$ cat config.mk
export PLATFORM = sky130hd
export DESIGN_NAME = salru_row_update
export DESIGN_NICKNAME = d
export VERILOG_FILES = /design/src/sv/set_assoc_lru_tag_store_macros.svh /design/src/sv/salru_pkg.sv /design/src/sv/salru_row_update.sv
export SDC_FILE = /design/constraint.sdc
export NUM_CORES = 1
export LEC_CHECK = 0
export BUFFER_PORTS_ARGS = -buffer_cell sky130_fd_sc_hd__clkbuf_2
export CAP_MARGIN = 20
export CELL_PAD_IN_SITES_DETAIL_PLACEMENT = 0
export CELL_PAD_IN_SITES_GLOBAL_PLACEMENT = 1
export CORE_ASPECT_RATIO = 1.75
export CORE_MARGIN = 4
export CORE_UTILIZATION = 30
export DETAILED_ROUTE_END_ITERATION = 16
export PLACE_DENSITY_LB_ADDON = 0.2
export RECOVER_POWER = 50
export SYNTH_ARGS = -nofsm -noshare
export SYNTH_HDL_FRONTEND = slang
export SYNTH_SLANG_ARGS = --single-unit
export TNS_END_PERCENT = 5
$ cat constraint.sdc
create_clock -name vclk -period 5.6
set_input_delay 0.56 -clock vclk [all_inputs]
set_output_delay 0.56 -clock vclk [all_outputs]
set_load 0.05 [all_outputs]
$ cat src/sv/set_assoc_lru_tag_store_macros.svh
// ----------------------------------------------------------------------------
// Assertion macros for the set-associative LRU tag store
// Concurrent checks on the rising clock edge, disabled while reset is low.
// The synthesis branch leaves every macro empty.
// ----------------------------------------------------------------------------
`ifndef SET_ASSOC_LRU_TAG_STORE_MACROS_SVH
`define SET_ASSOC_LRU_TAG_STORE_MACROS_SVH
`ifndef SYNTHESIS
// ante |-> cons, same cycle
`define SALRU_ASSERT_IMP(name, clk, rst_n, ante, cons) \
	name: assert property (@(posedge clk) disable iff (!rst_n) (ante) |-> (cons)) \
		else $error("%m: assertion failed");
// ante |=> cons, next cycle
`define SALRU_ASSERT_NXT(name, clk, rst_n, ante, cons) \
	name: assert property (@(posedge clk) disable iff (!rst_n) (ante) |=> (cons)) \
		else $error("%m: assertion failed");
`else
`define SALRU_ASSERT_IMP(name, clk, rst_n, ante, cons)
`define SALRU_ASSERT_NXT(name, clk, rst_n, ante, cons)
`endif
`endif

$ cat src/sv/salru_pkg.sv
// ----------------------------------------------------------------------------
// salru_pkg
// Shared constants, codes and types of the set-associative LRU tag store.
// ----------------------------------------------------------------------------
package salru_pkg;

	localparam int ADDR_W          = 32;

	localparam int DEF_SETS        = 64;
	localparam int DEF_WAYS        = 8;
	localparam int DEF_LINE_BYTES  = 64;
	localparam int DEF_ADDR_BITS   = 32;

	// command codes
	localparam logic [1:0] CMD_LOOKUP = 2'd0;
	localparam logic [1:0] CMD_FILL   = 2'd1;
	localparam logic [1:0] CMD_INVAL  = 2'd2;

	// access kinds
	localparam logic [1:0] KIND_READ  = 2'd0;
	localparam logic [1:0] KIND_WRITE = 2'd1;
	localparam logic [1:0] KIND_FETCH = 2'd2;
	localparam logic [1:0] KIND_WB    = 2'd3;

	typedef enum logic [1:0] {
		ST_CLEAR,
		ST_IDLE,
		ST_UPDATE
	} salru_state_t;

	typedef struct packed {
		logic              hit;
		logic              evicted;
		logic              writeback_needed;
		logic [ADDR_W-1:0] victim_address;
		logic              invalidated_dirty;
	} salru_res_t;

endpackage

$ cat src/sv/salru_row_update.sv
// ----------------------------------------------------------------------------
// salru_row_update
// Read-modify-write logic for one set: tag match, victim choice, dirty and
// valid update and recency reorder. Purely combinational.
// ----------------------------------------------------------------------------
module salru_row_update #(
	parameter int SETS       = salru_pkg::DEF_SETS,
	parameter int WAYS       = salru_pkg::DEF_WAYS,
	parameter int LINE_BYTES = salru_pkg::DEF_LINE_BYTES,
	parameter int ADDR_BITS  = salru_pkg::DEF_ADDR_BITS,
	localparam int OFF_BITS  = $clog2(LINE_BYTES),
	localparam int SET_BITS  = $clog2(SETS),
	localparam int SET_W     = (SET_BITS > 0) ? SET_BITS : 1,
	localparam int WAY_W     = ($clog2(WAYS) > 0) ? $clog2(WAYS) : 1,
	localparam int EFF_BITS  = (ADDR_BITS < salru_pkg::ADDR_W) ? ADDR_BITS : salru_pkg::ADDR_W,
	localparam int TAG_BITS  = EFF_BITS - OFF_BITS - SET_BITS,
	localparam int TAG_W     = (TAG_BITS > 0) ? TAG_BITS : 1
) (
	input  logic [1:0]            cmd,
	input  logic [1:0]            kind,
	input  logic [TAG_W-1:0]      tag,
	input  logic [SET_W-1:0]      set_idx,
	input  logic [WAYS-1:0]       valid_in,
	input  logic [WAYS-1:0]       dirty_in,
	input  logic [WAYS*WAY_W-1:0] order_in,
	input  logic [WAYS*TAG_W-1:0] tags_in,
	output logic [WAYS-1:0]       valid_out,
	output logic [WAYS-1:0]       dirty_out,
	output logic [WAYS*WAY_W-1:0] order_out,
	output logic [WAYS*TAG_W-1:0] tags_out,
	output logic                  tag_we,
	output salru_pkg::salru_res_t res
);

	logic [WAY_W-1:0] ord [WAYS];
	logic [TAG_W-1:0] tg  [WAYS];
	logic [WAYS-1:0]  match;
	logic             hit_any;
	logic [WAY_W-1:0] hit_way;
	logic             free_any;
	logic [WAY_W-1:0] free_way;
	logic [WAY_W-1:0] lru_way;
	logic [WAY_W-1:0] tgt;
	logic             do_mru;
	logic [WAY_W-1:0] pos;

	always_comb begin
		for (int w = 0; w < WAYS; w++) begin
			ord[w]   = order_in[w*WAY_W +: WAY_W];
			tg[w]    = tags_in[w*TAG_W +: TAG_W];
			match[w] = valid_in[w] && (tg[w] == tag);
		end
	end

	// lowest matching way and lowest free way
	always_comb begin
		hit_any  = |match;
		free_any = ~&valid_in;
		hit_way  = '0;
		free_way = '0;
		for (int w = WAYS - 1; w >= 0; w--) begin
			if (match[w])
				hit_way = WAY_W'(w);
			if (!valid_in[w])
				free_way = WAY_W'(w);
		end
	end

	assign lru_way = ord[WAYS-1];

	always_comb begin
		res       = '0;
		valid_out = valid_in;
		dirty_out = dirty_in;
		tags_out  = tags_in;
		tag_we    = 1'b0;
		do_mru    = 1'b0;
		tgt       = hit_way;
		case (cmd)
			salru_pkg::CMD_LOOKUP: begin
				if (hit_any) begin
					res.hit = 1'b1;
					if (kind == salru_pkg::KIND_WRITE)
						dirty_out[hit_way] = 1'b1;
					do_mru = 1'b1;
				end
			end
			salru_pkg::CMD_FILL: begin
				if (kind == salru_pkg::KIND_WB && hit_any) begin
					// write-back onto a resident line: dirty only, recency kept
					res.hit            = 1'b1;
					dirty_out[hit_way] = 1'b1;
				end else begin
					tgt = free_any ? free_way : lru_way;
					if (!free_any) begin
						res.evicted          = 1'b1;
						res.writeback_needed = dirty_in[lru_way];
						res.victim_address   = ((salru_pkg::ADDR_W'(tg[lru_way]) << SET_BITS)
							| salru_pkg::ADDR_W'(set_idx)) << OFF_BITS;
					end
					valid_out[tgt] = 1'b1;
					dirty_out[tgt] = (kind == salru_pkg::KIND_WRITE) || (kind == salru_pkg::KIND_WB);
					tags_out[tgt*TAG_W +: TAG_W] = tag;
					tag_we = 1'b1;
					do_mru = 1'b1;
				end
			end
			salru_pkg::CMD_INVAL: begin
				if (hit_any) begin
					res.hit               = 1'b1;
					res.invalidated_dirty = dirty_in[hit_way];
					valid_out[hit_way]    = 1'b0;
					dirty_out[hit_way]    = 1'b0;
				end
			end
			default: ;
		endcase
	end

	// move tgt to the front, shifting the entries ahead of its old place down one
	always_comb begin
		pos = WAY_W'(WAYS - 1);
		for (int i = WAYS - 1; i >= 0; i--) begin
			if (ord[i] == tgt)
				pos = WAY_W'(i);
		end
		order_out = order_in;
		if (do_mru) begin
			order_out[0 +: WAY_W] = tgt;
			for (int i = 1; i < WAYS; i++) begin
				if (WAY_W'(i) <= pos)
					order_out[i*WAY_W +: WAY_W] = ord[i-1];
			end
		end
	end

endmodule

**After elaboration in Yosys (flattened, before gate mapping)**

Index checks and enable logic that the tools add are counted.

- Flip-flop bits (word level): 0
- Input port bits: 230
- Output and inout bits: 237
- Word-level logic and storage cells: 127

- Add/subtract/negate cells: 1
- Multiply operators: 1
- Magnitude comparators: 13
- Equality and inequality tests: 19
- Shifts and indexed selects: 2
- Multiplexer cells: 68
- Bitwise operators: 7
- Reduce and logical (&&, ||, !) cells: 16

Operators by type and width:

| cell | number |
|---|---|
| 160-bit two-way mux | 2 |
| 160-bit bitwise mux | 1 |
| 20-bit == test | 8 |
| 20-bit by 34-bit variable shift with 160-bit output, first input constant | 1 |
| 20-bit by 34-bit indexed part select with 160-bit output | 1 |
| 34-bit two-way mux | 3 |
| 3-bit two-way mux | 30 |
| 20-bit binary-select mux with 3-bit select | 1 |
| 8-bit two-way mux | 6 |
| 20-bit two-way mux | 2 |
| 8-bit negator with 34-bit output | 1 |
| 26-bit by 6-bit bitwise OR with 26-bit output | 1 |
| 24-bit two-way mux | 1 |
| 8-bit one-hot mux with 3 select lines | 1 |
| 3-bit == test | 7 |
| 8-bit AND | 2 |
| 8-bit bitwise OR | 2 |
| 8-bit one-hot mux with 2 select lines | 1 |
| 3-bit <= comparator, first input constant | 4 |
| 3-bit by 4-bit < comparator with 1-bit output, second input constant | 3 |
| 1-bit logical AND | 11 |
| 1-bit two-way mux | 11 |
| 8-bit bitwise mux | 1 |
| 8-bit inverter | 1 |
| 17 further kinds | 25 |

**Logic depth before layout (Yosys ltp)**

- Depth in word-level cells: 23
- Depth in mapped cells: 24
- Gate-level depth less buffers: 19

**Worst setup path before layout**

No wires, ideal clock.

- Path kind: input to output
- Start point: input port order_in[21]
- End point: output port tags_out[10]
- Data arrival time: 6240 ps
- Data required time: 5040 ps
- Path slack: -1200 ps
- Stages: 20
- Buffers on the path: 6
- Cell sequence: clkbuf_1 > nor2b_1 > o21ai_0 > a21boi_0 > o21ai_0 > and2_1 > clkbuf_1 > buf_1 > clkbuf_1 > ha_1 > ha_1 > inv_1 > ha_1 > or3_1 > a2111oi_1 > clkbuf_1 > clkbuf_1 > nand4_1 > o22a_1 > o21ai_0

- Word-level cells in the longest chain between the ends: 7
- Elaborated cells between the ends (all ways): 8
- Classes of those cells: add/sub: 1; mul: 1; shift: 2; mux: 4

Ends and longest elaborated chain:

| what | line | text |
|---|---|---|
| start, declared | salru_row_update.sv:25 | `input logic [WAYS*WAY_W-1:0] order_in,` |
| 3-bit two-way mux (*) | salru_row_update.sv:94 | `tgt = free_any ? free_way : lru_way;` |
| 3-bit by 3-bit multiplier with 6-bit output (*) | salru_row_update.sv:103 | `tags_out[tgt*TAG_W +: TAG_W] = tag;` |
| 8-bit negator with 34-bit output (*) | salru_row_update.sv:103 |  |
| 20-bit by 34-bit indexed part select with 160-bit output or 20-bit by 34-bit variable shift with 160-bit output (tied branches) | salru_row_update.sv:103 |  |
| 160-bit bitwise mux (*) | salru_row_update.sv:103 |  |
| 160-bit two-way mux (*) | salru_row_update.sv:89 | `if (kind == salru_pkg::KIND_WB && hit_any) begin` |
| 160-bit two-way mux (*) | salru_row_update.sv:79 | `case (cmd)` |
| end, declared | salru_row_update.sv:30 | `output logic [WAYS*TAG_W-1:0] tags_out,` |

Mark *: on every way between the ends. The rest lies on a longest branch, timed or not.

**Worst setup path in the final report**

- Start point: input port valid_in[7]
- End point: output port tags_out[115]

- Word-level cells in the longest chain between the ends: 15
- Elaborated cells between the ends (all ways): 20
- Classes of those cells: add/sub: 1; mul: 1; shift: 2; mux: 12; reduce/logical: 4

Ends and longest elaborated chain:

| what | line | text |
|---|---|---|
| start, declared | salru_row_update.sv:23 | `input logic [WAYS-1:0] valid_in,` |
| 3-bit two-way mux (8 in series) | salru_row_update.sv:64 | `if (!valid_in[w])` |
| 3-bit two-way mux | salru_row_update.sv:94 |  |
| 3-bit by 3-bit multiplier with 6-bit output | salru_row_update.sv:103 |  |
| 8-bit negator with 34-bit output | salru_row_update.sv:103 |  |
| 20-bit by 34-bit indexed part select with 160-bit output or 20-bit by 34-bit variable shift with 160-bit output (tied branches) | salru_row_update.sv:103 |  |
| 160-bit bitwise mux | salru_row_update.sv:103 |  |
| 160-bit two-way mux (*) | salru_row_update.sv:89 |  |
| 160-bit two-way mux (*) | salru_row_update.sv:79 |  |

Marks and branches as above.

==> run_results.csv <==
group,metric,value,unit
power_and_ir_drop,p_int,0.692,mW
synth,synth_cell_types,69,
power_and_ir_drop,leakage,5.94,nW
timing,finalCriticalPeriod,5550,ps
timing,timing.final.ws_setup,52.8,ps
timing,max_freq,180,MHz
synth,synth_simple_gate_area_frac,0.278,
critical_path,critPathLaunchType,"input port",
finish,nClkBuffers,0,
global_route,grt_pass1_wl,112000,um
power_and_ir_drop,p_sw_frac,0.683,
power_and_ir_drop,vdd_drop_max,97.2,uV
synth,yosysTopAreaCell,"mux2_2",
die,dieArea,34600,um2
hold_path,min_delay_path_depth,4,
run_status,status,"finished clean",
synth,synth.top_cell.area_share,0.137,
placed_design,place_inst,2226,
synth,seq_area_frac_synth,0,
power_and_ir_drop,power_frac_seq,0,
power_and_ir_drop,combPwrFrac,1.000,
global_route,grt_max_degree,44,
timing,hold_viol_final,0,
timing,finalCritPeriodShare,0.991,
critical_path,critPathKind,"in -> out",
die,core_area,30900,um2
placed_design,placed_area,14300,um2
synth,synth_area_leaders,"mux2_2 (14%), xnor2_1 (12%), mux4_2 (10%), nand2_1 (6.4%), xor2_1 (4.9%)",
power_and_ir_drop,pwr_density_cell,153,nW/um2
global_route,grt_overflow,0,
hold_path,hold_path.class,"in -> out",
finish,ff_latch_area,0,um2
drt,dr.pass1.iters,5,
synth,synth_common_cells,"nand2_1 (161), xnor2_1 (125), mux2_2 (115)",
synth,synth_area_per_cell,7.08,um2
drt,vias,14392,
global_route,antenna_found_initial,3,
finish,fin_area,14200,um2
critical_path,cp_data_required_time,5040,ps
critical_path,crit_fanout,35,
job,drv_cap,0,
synth,synth-compound-area-share,0.205,
timing,rsz0062_at_grt,"true",
power_and_ir_drop,clkPwrFrac,0,
placed_design,port_buffers,461,
timing,worstMarginPinSlew,886,ps
placed_design,routabilityCongestion,1.10,
synth,synth-xor-area-share,0.165,
synth,syn_area,9470,um2
drt,avgViaCountPerCell,6.46,
synth,synth_fa_ha_area_frac,0.0172,
timing,slew_headroom,0.409,
die,rows,85,
placed_design,dp_hpwl,69500,um
drt,route.detailed.wl_per_inst,36.7,um
power_and_ir_drop,power.total,2.18,mW
die,die_w,142,um
drt,wirelength,81800,um
finish,n_sequential_cell,0,
finish,nNetsFinal,2080,
synth,synth_most_common_cell,"nand2_1",
critical_path,end_kind,"primary output",
global_route,grt_pass1_vias,14612,
drt,drt_first_iter_violations,1587,
power_and_ir_drop,p_switching,1.49,mW
global_route,track_usage,0.451,
synth,yosysWarnings,0,
synth,synth_top_family_by_area,"multiplexers",
finish,instances_no_fill,2229,
finish,final_layout_size_suffix_gt1_frac,0.431,
timing,finalMaxSlewViolations,0,
drt,ant_nets,0,
critical_path,cp.arrival,4990,ps
clocking,cts_setup_buffers,0,
drt,drc,0,
die,ioPinCount,467,
finish,area_growth,50.4,%
die,die_y,243,um
placed_design,dp_slack,-25.3,ps
synth,synth_mux_area_frac,0.280,
die,initial_core_util,0.306,
synth,synthCells,1338,
timing,setup_viol,0,
-- logic make-up after synthesis --
logic type / Yosys count
buffers and inverters: 121
adder cells (fa/ha/maj): 13
other: 1
XOR/XNOR: 178
AO/OA/AOI/OAI: 299
AND/OR/NAND/NOR: 530
multiplexers: 196
-- cells in the final DEF, fill, tap and decap left out, types with 7 or more instances in the layout --
cell      instances
or2_2            11
and2_1           13
o22ai_1          34
mux2i_1          36
xnor2_1         123
buf_4           123
o21ai_1          10
mux4_2           42
buf_12           74
nor3b_1           7
clkbuf_1         41
or3_1            10
nand4_1          59
nand2b_1         13
inv_1            21
nand3_1          54
nor3_1           22
o21a_1            8
xor2_1           52
a22o_1            7
and3_1           10
a21oi_1          41
a21oi_4          10
o31ai_1          10
a21o_1            7
o21ai_0          51
a31oi_1          19
clkbuf_2        350
and4_1            7
o21ai_2          20
ha_1             13
nor2_1          110
o22a_1           19
o211ai_1          8
nand2_1         161
mux2_2          115
nor4_1           27
-- layer usage --
layer / vias up / GRT usage / routed length, um
met3: 410 / 0.0896 / 7280
met2: 1153 / 0.749 / 38400
met5: - / 0 / 16
li1: 6012 / - / -
met4: 2 / 0.386 / 9780
met1: 6815 / 0.479 / 26300
-- critical path, cell delays in order --
cell      delay, ps
clkbuf_2         90
nor2b_1         120
o21ai_0         280
a21boi_0        180
o21ai_0         230
and2_1          200
buf_4           430
inv_1           190
ha_1            300
inv_1            80
ha_1            170
inv_1            70
nor2_1          440
nand3_1         310
o21ai_1         490
nand2_1         270
mux2_2          340
clkbuf_2        240
-- cell type report --
type,instances,area (um2)
fillers,3289,16700
repair buffers,589,4320
well taps,391,489
inverters,24,93.8
diodes,3,7.51
multi-input cells,1222,9330
-- through the flow --
stage               TNS (ps)  utilization  hold WS, ps
detailed placement     -38.6        0.461         1540
finish                     0        0.460         1540
floorplan             -20090            -         1330
CTS                        0        0.461         1540
global placement        -500        0.461         1530
global route            -823        0.460         1550
-- power groups by stage --
stage	sequential, mW	combinational [mW]	clock [mW]
6_report	0	2.18	0.0000000830
5_1_grt	0	2.22	0
4_1_cts	0	2.11	0
3_5_place_dp	0	2.10	0
3_3_place_gp	0	2.11	0
2_1_floorplan	0	1.17	0
-- what timing repair did --
action | in CTS | in global routing
pin swaps | 0 | 1
hold buffers | 0 | 0
gates resized for setup | 2 | 10
endpoints found under the setup margin | 10 | 75
-- final timing paths --
kind | start | end | slack, ps
worst max-delay path | valid_in[7] | tags_out[115] | 50
worst min-delay path | tags_in[84] | tags_out[84] | 1540
No activity file was read; power rests on OpenSTA's default activity.
